`src/rtl/pds_pkg.sv`:
```
// Package for the primitive depth sorter: opcodes, entry key layout, the
// cell command struct and key pack/unpack helpers. No dependencies.
`default_nettype none

package pds_pkg;

   localparam int CAPACITY    = 128;
   localparam int DEPTH_W     = 32;
   localparam int INDEX_W     = 10;
   localparam int KEY_W       = DEPTH_W + INDEX_W;
   localparam int DATA_W      = 48;
   localparam int REQ_USER_W  = 2;
   localparam int RSP_USER_W  = 2;

   localparam logic [DEPTH_W-1:0] SIGN_BIAS = {1'b1, {(DEPTH_W-1){1'b0}}};

   typedef enum logic [1:0] {
      OP_INSERT = 2'd0,
      OP_POP    = 2'd1,
      OP_CLEAR  = 2'd2,
      OP_NONE   = 2'd3
   } opcode_type;

   typedef logic [KEY_W-1:0] key_type;

   typedef struct packed {
      logic    insert;
      logic    pop;
      logic    clear;
      key_type key;
   } cell_cmd_type;

   // biased depth on top so an unsigned compare orders signed depths
   function automatic key_type pack_key(input logic [DEPTH_W-1:0] depth,
                                        input logic [INDEX_W-1:0] index);
      pack_key = {depth ^ SIGN_BIAS, index};
   endfunction

   function automatic logic [DEPTH_W-1:0] key_depth(input key_type key);
      key_depth = key[KEY_W-1:INDEX_W] ^ SIGN_BIAS;
   endfunction

   function automatic logic [INDEX_W-1:0] key_index(input key_type key);
      key_index = key[INDEX_W-1:0];
   endfunction

endpackage

`default_nettype wire

```
`src/rtl/pds_cell.sv`:
```
// One cell of the sorting chain: holds one entry and its occupancy bit.
// Depends on pds_pkg; instantiated in a row by primitive_depth_sorter_core.
`default_nettype none

module pds_cell
   import pds_pkg::*;
(
   input  wire logic         clock,
   input  wire logic         reset,
   input  wire cell_cmd_type cmd,
   input  wire key_type      prev_entry,
   input  wire logic         prev_valid,
   input  wire logic         prev_gt,
   input  wire key_type      next_entry,
   input  wire logic         next_valid,
   output key_type           entry,
   output logic              valid,
   output logic              gt
);

   key_type entry_ff, entry_in;
   logic    valid_ff, valid_in;

   // empty cells count as larger than any key
   assign gt    = !valid_ff || (entry_ff > cmd.key);
   assign entry = entry_ff;
   assign valid = valid_ff;

   always_comb begin
      entry_in = entry_ff;
      valid_in = valid_ff;
      if (cmd.clear) begin
         valid_in = 1'b0;
      end else if (cmd.pop) begin
         entry_in = next_entry;
         valid_in = next_valid;
      end else if (cmd.insert && gt) begin
         if (!prev_gt) begin
            entry_in = cmd.key;
            valid_in = 1'b1;
         end else begin
            entry_in = prev_entry;
            valid_in = prev_valid;
         end
      end
   end

   always_ff @(posedge clock) begin
      if (reset) begin
         valid_ff <= 1'b0;
      end else begin
         valid_ff <= valid_in;
      end
   end

   always_ff @(posedge clock) begin
      entry_ff <= entry_in;
   end

endmodule

`default_nettype wire
```
`config.mk`:
```
export PLATFORM = sky130hd
export DESIGN_NAME = pds_cell
export DESIGN_NICKNAME = d
export VERILOG_FILES = /design/src/rtl/pds_pkg.sv /design/src/rtl/pds_cell.sv
export SDC_FILE = /design/constraint.sdc
export NUM_CORES = 1
export LEC_CHECK = 0
export ABC_AREA = 1
export BUFFER_PORTS_ARGS = -buffer_cell sky130_fd_sc_hd__buf_4
export CORE_UTILIZATION = 50
export CTS_CLUSTER_SIZE = 25
export DETAILED_ROUTE_END_ITERATION = 6
export GPL_ROUTABILITY_DRIVEN = 0
export GPL_TIMING_DRIVEN = 0
export PLACE_DENSITY = 0.87
export SYNTH_ARGS = -nofsm -noshare
export SYNTH_HDL_FRONTEND = slang
export SYNTH_SLANG_ARGS = --single-unit
```
`constraint.sdc`:
```
create_clock -name clock -period 5.5 [get_ports clock]
set_clock_uncertainty 0.2 [all_clocks]
set_input_delay 1.1 -clock clock [delete_from_list [all_inputs] [get_ports clock]]
set_output_delay 1.1 -clock clock [all_outputs]
set_load 0.03 [all_outputs]
```
# Word-level counts from Yosys, hierarchy flattened
# Index checks and enable logic that the tools add are counted.
# W data, S select, Z words.
# totals
register_bits,43
inputBits,134
wordCells,16
# op_classes
magnitude_cmp,1
n_reduce_logical,6
muxes,6
bitwise,1
# op_table
operator,n
$mux W42,3
$gt A42 B42 Y1,1
$mux W1,3
$reduce_and A2 Y1,1
$reduce_bool A2 Y1,1
$reduce_or A2 Y1,1
$logic_and A1 B1 Y1,1
$logic_not A1 Y1,1
$logic_or A1 B1 Y1,1
$not A1 Y1,1

# Logic depth before layout (Yosys ltp)
# logic_depth
depth_word,5
mapped_depth,17
mapped_depth_nobuf,17

# Least setup slack after synthesis
# No wires, ideal clock.
# synth_timing
kind,input to register
from,in cmd[17] (netlist name)
to,"reg entry_ff[0], in the netlist entry[0] (enable)"
slack_ns,1.367
required_ns,4.886
path_buffers,0
setup_time_ns,0.414
arrival_ns,3.519
stages,14
cell_sequence,inv_1 ha_1 nand2_2 nor2_4 nand2_2 nor2_2 nand2_1 nor2_1 nand2_1 nand3_1 nand2_1 nand2_2 nand2_2 a21oi_2
# synth_via
elab_chain_len,5
# synth_lines
element,line,rtl
"start, declared",pds_cell.sv:10,"input wire cell_cmd_type cmd,"
$gt A42 B42 Y1,pds_cell.sv:25,assign gt = !valid_ff || (entry_ff > cmd.key);
$logic_or A1 B1 Y1,pds_cell.sv:25,
via gt,pds_cell.sv:18,output logic gt
$logic_and A1 B1 Y1,pds_cell.sv:37,end else if (cmd.insert && gt) begin
$reduce_bool A2 Y1 (no source line),--,
$reduce_and A2 Y1 (no source line),--,
"end signal, assigned",pds_cell.sv:57,entry_ff <= entry_in;
"end, declared",pds_cell.sv:21,"key_type entry_ff, entry_in;"
# The timed path passes the listed nets, and every way through them passes these cells.
# A chain may end at the register's enable or synchronous reset.

# Final worst setup path
# layout_timing
from,in cmd[33] (netlist name)
to,out gt
# layout_via
elab_chain_len,2
# layout_lines
element,line
$gt A42 B42 Y1,pds_cell.sv:25
$logic_or A1 B1 Y1,pds_cell.sv:25
"end, declared",pds_cell.sv:18
# Every way passes these cells.

==> results.toml <==
[status]
status = "complete, no violations"

[critical_path]
cp-start-kind = "input pin"
critPathBufInv = 3
critPathArrivalTime_ps = 2530
crit_fanout = 3
crit_chain = "buf_4 > inv_1 > ha_1 > nand2_1 > nor2_1 > nand4_2 > nor2_1 > nand2_1 > nand3_1 > nand2_1 > nand2_2 > buf_4"
cpLargestDelayFamily = "simple AND/OR/NAND/NOR gates"
cp-startpoint = "cmd[33]"
crit_top_cell = "nand2_1"
cpMaxStageDelayCell = "ha_1"
cp.required_ps = 4200
r2r_start = "entry[33]$_DFFE_PP_"
max_stage_delay_ps = 290
critPathKind = "in2out"
end_kind = "output port"

[routing]
postRouteAntennaNets = 0
drt_iter0_drc = 123
first_pass_iters = 7
wl_per_cell_um = 14.7
route.detailed.drc = 0
vias = 3453
via_per_inst = 5.23
drt-total-wl_um = 9700

[die]
die-height_um = 84.7
std_cell_rows = 29
pin_count = 178
core_um2 = 6460
dieArea_um2 = 7180
initial_core_util = 0.530
die_x_um = 84.7

[clock_tree]
cts_buffers = 5
clock-sinks = 43
cts-resized-gates = 0
insertion_delay_ps = 300
ctsHtreeMaxLevel = 2
cts_root_buffer = "clkbuf_8"
clkTransAtPathRegs_ps = 80
postCtsSetupBuffers = 0
cts_tree = "done"
clockBufferDepth = 2
cts_hold_buf = 0

[timing]
rsz0062_at_grt = "no"
fin_crit_sh = 0.697
fin_crit_ps = 3830
worst_pin_slew_ps = 672
slew_violations = 0
slew-limit-headroom = 0.551
setup_ws_ps = 1670
finalSetupViolCount = 0
max_freq_ghz = 0.261
finalSetupTns_ps = 0
hold_viol_final = 0

[global_route]
grt_usage = 0.277
grt_start_max_net_pins = 26
grt_pass1_wl_um = 15700
grt_antenna_before_repair = 0
grt_pass1_vias = 3432
grt-ovfl-total = 0

[logic_synthesis]
synth_compound_area_frac = 0.221
synth_xor_area_frac = 0
seq_area_frac_synth = 0.375
synth_cells = 398
yosys_warnings = 0
synth.area.mux_share = 0
syn_nets = 574
synth_area_um2 = 3420
synth_top_family_by_area = "compound AO/OA/AOI/OAI gates"
yosys.area_share.simple = 0.162
ys_types = 29
synthAdderAreaFrac = 0.154
ys_ff_latch = 43
syn_avg_cell_area_um2 = 8.59

[pwr]
p_per_area_nw_per_um2 = 190
ir_drop_mv = 0.114
p_leak_uw = 0.00243

[min_path]
worstHoldStart = "valid$_SDFFE_PP0P_"
min-delay-path-class = "reg2reg"

[final_layout]
drive_above_1_share = 0.350
final-seq-area_um2 = 1280
fin_cells = 660
final_util = 0.766
multi_input_area_um2 = 1840
antennaDiodeCount = 0
nets = 758
area_delta_synth_final_pct = 44.6
fill_cells = 485

[place]
pre_cts_slack_ps = 1660
hpwl_um = 8010
io_buffers = 176
dp_cells = 652

[flow_run]
maxCapViolations = 0
## metal layers
| layer | part of all wire | track usage | vias up |
|---|---|---|---|
| met5 | 0 | 0 | - |
| met4 | 0.026 | 0.0940 | 0 |
| met3 | 0.052 | 0.0452 | 23 |
| met2 | 0.51 | 0.498 | 131 |
| met1 | 0.41 | 0.335 | 1563 |
| li1 | - | - | 1736 |
## flip-flops by register name (all words and copies together) (netlist names)
register and cells:
entry 42, valid 1
## kinds of logic (layout without fill, tap and decap cells)
logic type,after synthesis,count (layout)
buffers and inverters,76,261
AOI/OAI and AO/OA,108,108
adders and majority gates,42,42
and+or+nand+nor,129,129
DFF,43,43
## path summary, 6_finish.rpt
check | cells past startpoint | slack, ps | endpoint
worst min-delay path | 4 | 460 | valid$_SDFFE_PP0P_
worst max-delay path | 12 | 1670 | gt
worst max register to register | 12 | 2530 | entry[15]$_DFFE_PP_
worst min register to register | 4 | 460 | valid$_SDFFE_PP0P_
## Yosys cell counts, drive strengths merged
cell | instances | share of area
nand2 | 97 | 0.11
buf | 8 | 0.012
a21o | 2 | 0.0044
edfxtp | 42 | 0.37
and3 | 1 | 0.0018
dfxtp | 1 | 0.0059
nand4 | 3 | 0.0073
o211ai | 40 | 0.088
ha | 42 | 0.15
nor3 | 1 | 0.0015
nand3 | 5 | 0.011
clkinv | 1 | 0.0011
o21ai | 1 | 0.0015
or3 | 1 | 0.0018
a21oi | 24 | 0.037
inv | 57 | 0.063
o21a | 41 | 0.090
nor2 | 21 | 0.028
clkbuf | 10 | 0.014
## metrics by stage
stage                     hold slack (ps)  cell area (um^2)  total power [uW]
after detailed placement              447              4870               749
after global routing                  532              4950               988
after CTS                             466              4950               940
final                                 463              4950               938
after global placement                409              4840               736
after floorplan                       633              3420               598
## cell usage in the layout, fill, tap and decap left out, types with 2 or more instances in the layout
| cell type | instances |
|---|---|
| a21oi_1 | 22 |
| nand2_2 | 5 |
| o21a_1 | 41 |
| o211ai_1 | 40 |
| ha_1 | 42 |
| nand4_1 | 2 |
| clkbuf_1 | 10 |
| nor2_1 | 16 |
| inv_1 | 53 |
| nand2_1 | 92 |
| clkbuf_8 | 6 |
| a21o_1 | 2 |
| buf_1 | 5 |
| clkinv_1 | 3 |
| inv_2 | 4 |
| buf_4 | 176 |
| buf_2 | 2 |
| edfxtp_1 | 42 |
| nand3_1 | 4 |
| nor2_2 | 4 |
## worst register-to-register path, delay by kind of cell, from the launching register on
kind / cells / cell delay (ps)
compound gates: 1 / 550
fa+ha+maj: 1 / 310
buf+inv: 1 / 270
flops: 1 / 400
simple gates: 9 / 920
## area by class of cell
type,count,share of cell area
buffer,18,0.0177
clock inverter,2,0.00152
multi-input combinational,279,0.372
tap,77,0.0195
inverter,58,0.0440
sequential,43,0.259
timing repair buffer,177,0.271
clock buffer,6,0.0147
## power breakdown
group          internal [uW]  switching [uW]  leakage [uW]
clock network           86.9             110     0.0000403
logic                    159             178       0.00198
registers                391            13.2      0.000407
total                    637             301       0.00243
(Power assumes the default switching activity.)
